**src/rtl/pios_ram.sv**
```systemverilog
// Generic simple dual-port RAM with registered read.
module pios_ram #(
    parameter int WIDTH = 8,
    parameter int DEPTH = 16
) (
    input  logic                     i_clk,
    input  logic                     i_wr_en,
    input  logic [$clog2(DEPTH)-1:0] i_wr_addr,
    input  logic [WIDTH-1:0]         i_wr_data,
    input  logic                     i_rd_en,
    input  logic [$clog2(DEPTH)-1:0] i_rd_addr,
    output logic [WIDTH-1:0]         o_rd_data
);

    logic [WIDTH-1:0] r_mem [DEPTH];
    logic [WIDTH-1:0] r_rd_data;

    always_ff @(posedge i_clk) begin
        if (i_wr_en) begin
            r_mem[i_wr_addr] <= i_wr_data;
        end
        if (i_rd_en) begin
            r_rd_data <= r_mem[i_rd_addr];
        end
    end

    assign o_rd_data = r_rd_data;

endmodule

```
**config.mk**
```make
export PLATFORM = sky130hd
export DESIGN_NAME = pios_ram
export DESIGN_NICKNAME = d
export VERILOG_FILES = /design/src/rtl/pios_ram.sv
export SDC_FILE = /design/constraint.sdc
export NUM_CORES = 1
export LEC_CHECK = 0
export BUFFER_PORTS_ARGS = -buffer_cell sky130_fd_sc_hd__buf_2
export CORE_AREA = 3 3 129 100
export DETAILED_ROUTE_END_ITERATION = 8
export DIE_AREA = 0 0 132 103
export HOLD_SLACK_MARGIN = 0.03
export SETUP_SLACK_MARGIN = 0.4
export SYNTH_ARGS = -nofsm -noshare
export SYNTH_HDL_FRONTEND = slang
export SYNTH_SLANG_ARGS = --single-unit
```
**constraint.sdc**
```tcl
create_clock -name i_clk -period 1.68 [get_ports i_clk]
set_input_delay 0.084 -clock i_clk [delete_from_list [all_inputs] [get_ports i_clk]]
set_output_delay 0.084 -clock i_clk [all_outputs]
set_load 0.03 [all_outputs]
```
* Word-level counts from Yosys, hierarchy flattened *
Memory sizes are Yosys's and may differ from the RTL's. A register that Yosys moved wholly into a read port is not among the register bits.
Cells that the tools add are included.

storage, ports and cells
  flip-flop bits (word level) = 0
  bits in latches = 0
  RAM bits = 128
  bits in read-only memories = 0
  bits of input ports = 19
  memories = 1

memories
  memory  depth  width  rd ports  clocked after memory_dff  wr ports  line  source
  r_mem   16     8      1         1                         1         15    logic [WIDTH-1:0] r_mem [DEPTH];

cells by class
  add/sub/neg operators = 0
  multipliers = 0
  div/mod/pow operators = 0
  order comparisons = 0
  equality and inequality tests = 0
  shift-type cells = 0
  multiplexer cells = 2
  bitwise logic cells = 0
  reductions and logical operators = 0

operators by type and width
  operator          number
  2-to-1 mux 1 bit  2

* Depth between registers and ports, before layout *
Gate-level depths: netlist of run 1.

  word-level depth = 2
  mapped depth = 5
  depth with buffers taken out = 3

* Least setup slack after synthesis of run 1 *
Ideal clock, no wire load.

  path type = input to register
  start point = in i_wr_addr[2]
  end point = mem r_mem[0][0], enable pin
  library setup time = 383 ps
  data arrival time = 1194 ps
  required time = 1297 ps
  slack = 103 ps
  stages on the path = 2
  buffers on the path = 0
  cell sequence = or3b_2 nor3_1

RTL lines
  what                line  source
  start: declaration  8     input logic [$clog2(DEPTH)-1:0] i_wr_addr,
  end: declaration    15

Straight into the memory's write port.

==> impl_metrics.env, run 1 <==
export IMPL_status="completed"
export IMPL_fin_area_um2=6310
export IMPL_routedWlPerCell_um=22.6
export IMPL_areaGrowthSynthToFinish_pct=20.7
export IMPL_critPathTopFamily="multiplexers"
export IMPL_path_clk_slew_ps=60
export IMPL_worstReg2RegStart="r_mem[3][2]"
export IMPL_syn_inst=229
export IMPL_post_route_util_pct=54.3
export IMPL_post_cts_setup_buffers=0
export IMPL_hold_path_class="input port to flip-flop"
export IMPL_numCtsBuffers=17
export IMPL_htree_num_levels=4
export IMPL_dieArea_um2=13600
export IMPL_gp_congestion=0.732
export IMPL_fill_cells=892
export IMPL_drv_cap=0
export IMPL_grt_pass1_wl_mm=15.7
export IMPL_ant_nets=0
export IMPL_syn_area_um2=5230
export IMPL_holdPathStages=1
export IMPL_drive_gt1_share_pct=40.7
export IMPL_critPathLaunch="r_mem[3][2]"
export IMPL_clock_path_buffers=2
export IMPL_rsz0062_at_grt="true"
export IMPL_syn_nets=248
export IMPL_vias_per_cell=5.35
export IMPL_grt_overflow=0
export IMPL_synth_distinct_cells=18
export IMPL_criticalPathCategory="flip-flop to flip-flop"
export IMPL_clock_skew_ps=6.23
export IMPL_finalCritPeriodShare_pct=83.5
export IMPL_clkLatencyLatePin_ps=410
export IMPL_postSynthAreaPerCell_um2=22.8
export IMPL_slew_headroom_pct=69.6
export IMPL_peakVddDrop_uv=792
export IMPL_crit_path_max_incr_delay_ps=500
export IMPL_reg2reg_depth=3
export IMPL_die_height_um=103
export IMPL_min_delay_start="i_wr_data[6]"
export IMPL_crit_buf_inv=0
export IMPL_core_um2=11600
export IMPL_slowest_stage="mux4_2"
export IMPL_drt_iter0_drc=244
export IMPL_detailroute_via_count=2477
export IMPL_powerDensity_nw_per_um2=1280
export IMPL_max_freq_ghz=0.713
export IMPL_ys_warn_count=0
export IMPL_min_period_ps=1400
export IMPL_initial_core_util_pct=45.0
export IMPL_clockRootBuffer="clkbuf_16"
export IMPL_port_buffers=26
export IMPL_tightestPinTransition_ps=456
export IMPL_hold_viol_final=0
export IMPL_cp_max_fo=1
export IMPL_wirelength_mm=10.5
export IMPL_crit_chain="mux4_2 > a22oi_2 > nand2_1"
export IMPL_antenna_found_initial=0
export IMPL_clock_sinks=136
export IMPL_slew_viol_final=0
export IMPL_io_pins=27
export IMPL_tritoncts="yes"
export IMPL_drcViolationCount=0
export IMPL_setup_viol=0
export IMPL_nets=306
export IMPL_worstPathArrival_ps=1560
export IMPL_synth_seq_cells=136
export IMPL_dp_hpwl_mm=6.55
export IMPL_leakagePower_nw=2.08
export IMPL_start_kind="flip-flop"
export IMPL_die_w_um=132
export IMPL_postPlaceCellArea_um2=5630
export IMPL_num_rows=34
export IMPL_dr_pass1_iters=4
export IMPL_required_ps=1830
export IMPL_cp_end_kind="flip-flop"
export IMPL_tns_ps=0
export IMPL_grt_max_degree=33
export IMPL_grt_pass1_vias=2561
export IMPL_synth_seq_area_share_pct=78.1
export IMPL_gr_usage_all_layers_pct=16.5
export IMPL_cp_num_cells=3
==> cells in the mapped netlist, drive strengths merged <==
master | count | area share (%)
nor3 | 4 | 0.38
nand2b | 2 | 0.24
and2b | 1 | 0.14
and2 | 1 | 0.12
buf | 7 | 1.1
clkdlybuf4s25 | 3 | 0.57
mux4 | 32 | 15
a22oi | 16 | 2.3
nor2 | 13 | 0.93
edfxtp | 136 | 78
nor2b | 1 | 0.12
nand3 | 1 | 0.096
nand2 | 9 | 0.65
nand3b | 2 | 0.29
or3b | 1 | 0.17
==> flip-flops by register name (all words and copies together) (netlist names) <==
| register | flops |
|---|---|
| r_mem | 128 |
| o_rd_data | 8 |
==> worst reg2reg max path, cell delays in order (launching register included) <==
cell      delay, ps
edfxtp_1        360
mux4_2          500
a22oi_2         200
nand2_1          90
==> per-stage QoR <==
stage / std cells / power [mW] / worst slack (ps) / hold WS [ps]
detailed placement: 429 / 4.33 / 29.0 / 455
CTS: 462 / 8.16 / 253 / 76.4
floorplan: 229 / 4.15 / 330 / 183
finish: 463 / 8.10 / 277 / 92.8
global route: 462 / 8.37 / 227 / 85.8
global placement: 429 / 4.32 / 44.0 / 452
==> per-layer routing <==
metal	vias up	global-route usage (%)	routed length (um)
met3	8	6.10	1170
li1	1085	-	-
met2	106	22.1	4410
met1	1278	25.0	4760
met4	0	5.33	114
met5	-	0	0
==> layout make-up <==
class,count,area (um^2),area share (%)
flip-flops and latches,136,4080,64.7
multi-input cells,83,1060,16.9
clock buffers,19,433,6.86
repair buffers,49,343,5.43
well taps,162,203,3.21
clock inverters,13,179,2.84
diodes,1,2.50,0.0397
==> what timing repair did <==
| action | in CTS | in global routing |
|---|---|---|
| pin swaps | 5 | 1 |
| hold buffers | 1 | 0 |
| gates resized for setup | 5 | 6 |
| hold endpoints to repair | 8 | 0 |
| setup endpoints to repair | 8 | 8 |
==> cell families after synthesis <==
logic type	share of synthesized area, %
AOI/OAI and AO/OA	2.30
muxes	14.8
DFF	78.1
buffers and inverters	1.65
and+or+nand+nor	3.14
==> where the power goes <==
part,total [mW],switching (mW),internal (mW)
clock network,3.82,1.35,2.47
logic,0.432,0.260,0.172
registers,3.84,0.0202,3.82
==> worst paths after layout <==
check        slack, ps      endpoint
max                280  o_rd_data[2]
min                 90  r_mem[14][6]
max reg2reg        280  o_rd_data[2]
min reg2reg        770  o_rd_data[4]
==> cell usage in the layout (no fill, tap or decap), types with 4 or more instances in the layout <==
cell type and instances:
buf_4 19, nand2_1 9, buf_2 26, a22oi_2 11
bufinv_16 4, mux4_2 32, edfxtp_1 136, a22oi_1 5
clkbuf_16 17, nor2_1 13
Power figures use the tool's default switching activity.
==> run 2, diff against run 1 <==
==> constraint.sdc (replaced) <==
create_clock -name i_clk -period 1.2 [get_ports i_clk]
set_input_delay 0.06 -clock i_clk [delete_from_list [all_inputs] [get_ports i_clk]]
set_output_delay 0.06 -clock i_clk [all_outputs]
set_load 0.03 [all_outputs]
==> run 2 against run 1 <==
The run now ends with negative setup slack left. Critical path depth stayed put. Critical path type unchanged. Global-route usage decreased by 0.073 points. Largest power group unchanged. Cell area rose by 7.3%.
==> impl_metrics.env, run 2 (synthesized netlist as in run 1, its figures left out) <==
export IMPL_leakagePower_nw=2.21
export IMPL_met1_length_mm=4.24
export IMPL_num_rows=34
export IMPL_dr_pass1_iters=4
export IMPL_clock_skew_ps=4.23
export IMPL_violations="negative setup slack"
export IMPL_numCtsBuffers=17
export IMPL_drive_gt1_share_pct=47.9
export IMPL_slew_viol_final=0
export IMPL_grt_overflow=0
export IMPL_die_w_um=132
export IMPL_max_freq_ghz=0.716
export IMPL_clock_sinks=136
export IMPL_vias_per_cell=5.20
export IMPL_dieArea_um2=13600
export IMPL_path_clk_slew_ps=50
export IMPL_wirelength_mm=10.1
export IMPL_required_ps=1350
export IMPL_whs_ps=41.4
export IMPL_antenna_found_initial=0
export IMPL_setup_viol=8
export IMPL_top_register="r_mem"
export IMPL_cp_max_fo=1
export IMPL_core_um2=11600
export IMPL_grt_pass1_wl_mm=15.9
export IMPL_status="complete, but fails checks"
export IMPL_layout_cells_non_filler=475
export IMPL_htree_num_levels=4
export IMPL_initial_core_util_pct=45.0
export IMPL_io_pins=27
export IMPL_grt_max_degree=17
export IMPL_worstPathArrival_ps=1550
export IMPL_peakVddDrop_uv=1070
export IMPL_most_common_layout_cells="136 x edfxtp_1, 32 x mux4_2, 21 x buf_12"
export IMPL_areaGrowthSynthToFinish_pct=29.4
export IMPL_clock_path_buffers=2
export IMPL_ant_nets=0
export IMPL_final_common_cell="edfxtp_1"
export IMPL_tritoncts="yes"
export IMPL_nets=319
export IMPL_dp_hpwl_mm=6.48
export IMPL_post_route_util_pct=58.3
export IMPL_antenna_cells=0
export IMPL_die_height_um=103
export IMPL_placed_cells=432
export IMPL_worst_slack_ps=-197
export IMPL_routedWlPerCell_um=21.2
export IMPL_clkLatencyLatePin_ps=410
export IMPL_cp_end_kind="flip-flop"
export IMPL_hold_path_class="input port to flip-flop"
export IMPL_wl_met3_um=798
export IMPL_powerDensity_nw_per_um2=1560
export IMPL_grt_pass1_vias=2656
export IMPL_wl_met2_mm=4.91
export IMPL_power_mw=10.6
export IMPL_gp_congestion=0.749
export IMPL_finalCritPeriodShare_pct=116
export IMPL_drt_iter0_drc=166
export IMPL_detailroute_via_count=2468
export IMPL_largest_register_ffs=128
export IMPL_top_layer_used="met4"
export IMPL_clockRootBuffer="clkbuf_16"
export IMPL_drv_cap=0
export IMPL_fill_cells=848
export IMPL_drcViolationCount=0
export IMPL_pre_cts_ws_ps=-449
export IMPL_hold_viol_final=0
export IMPL_start_kind="flip-flop"
export IMPL_rsz0062_at_grt="true"
export IMPL_criticalPathCategory="flip-flop to flip-flop"
export IMPL_gr_usage_all_layers_pct=16.4
export IMPL_tightestPinTransition_ps=922
export IMPL_port_buffers=26
export IMPL_min_period_ps=1400
export IMPL_slew_headroom_pct=38.3
## run 2: changes by cell type in the layout (fill, tap and decap cells not counted), sizes merged
| cell | delta |
|---|---|
| buf | +11 |
| bufinv | -4 |
| clkbuf | -2 |
| clkinv | +5 |
| clkinvlp | +1 |
| diode | -1 |
| dlygate4sd3 | +2 |
## run 2: worst max-delay path, stage by stage, from the launching register on
cell and delay [ps]:
edfxtp_1 350, mux4_2 480, a22oi_1 230, nand2_1 80
## run 2: cell type report
type | count | area, um^2 | share of cell area, %
tap | 162 | 203 | 3.00
sequential | 136 | 4080 | 60.4
clock inverter | 15 | 88.8 | 1.31
clock buffer | 17 | 425 | 6.29
timing repair buffer | 62 | 748 | 11.1
multi-input combinational | 83 | 1220 | 18.0
## run 2: layer usage
| layer | up-vias | GRT usage [%] |
|---|---|---|
| met4 | 0 | 5.08 |
| met5 | - | 0 |
| met2 | 74 | 26.2 |
| met1 | 1270 | 22.0 |
| met3 | 12 | 5.46 |
| li1 | 1112 | - |
## run 2: repair_timing
item	4_1_cts	5_1_grt
gates cloned	0	0
hold buffers	3	0
setup endpoints to repair	104	53
pin swaps	8	3
setup buffers	8	0
hold endpoints to repair	35	0
gates resized for setup	27	4
## run 2: power by group
part | total, mW | internal (mW) | switching [mW]
Sequential | 5.39 | 5.36 | 0.0340
Clock | 4.44 | 2.59 | 1.85
Combinational | 0.728 | 0.349 | 0.379
## run 2: path summary, 6_finish.rpt
path	start	end	slack, ps	cells past startpoint
setup / recovery	r_mem[11][7]	o_rd_data[7]	-200	3
hold / removal	i_wr_data[6]	r_mem[9][6]	40	1
setup reg to reg	r_mem[11][7]	o_rd_data[7]	-200	3
hold reg to reg	r_mem[15][0]	o_rd_data[0]	750	3
## run 2: through the flow
stage / setup TNS, ps / instance area, um^2
2_1_floorplan: -531 / 5380
3_3_place_gp: -7210 / 5980
3_5_place_dp: -8520 / 5980
4_1_cts: -1340 / 6750
5_1_grt: -1750 / 6770
6_report: -1350 / 6770
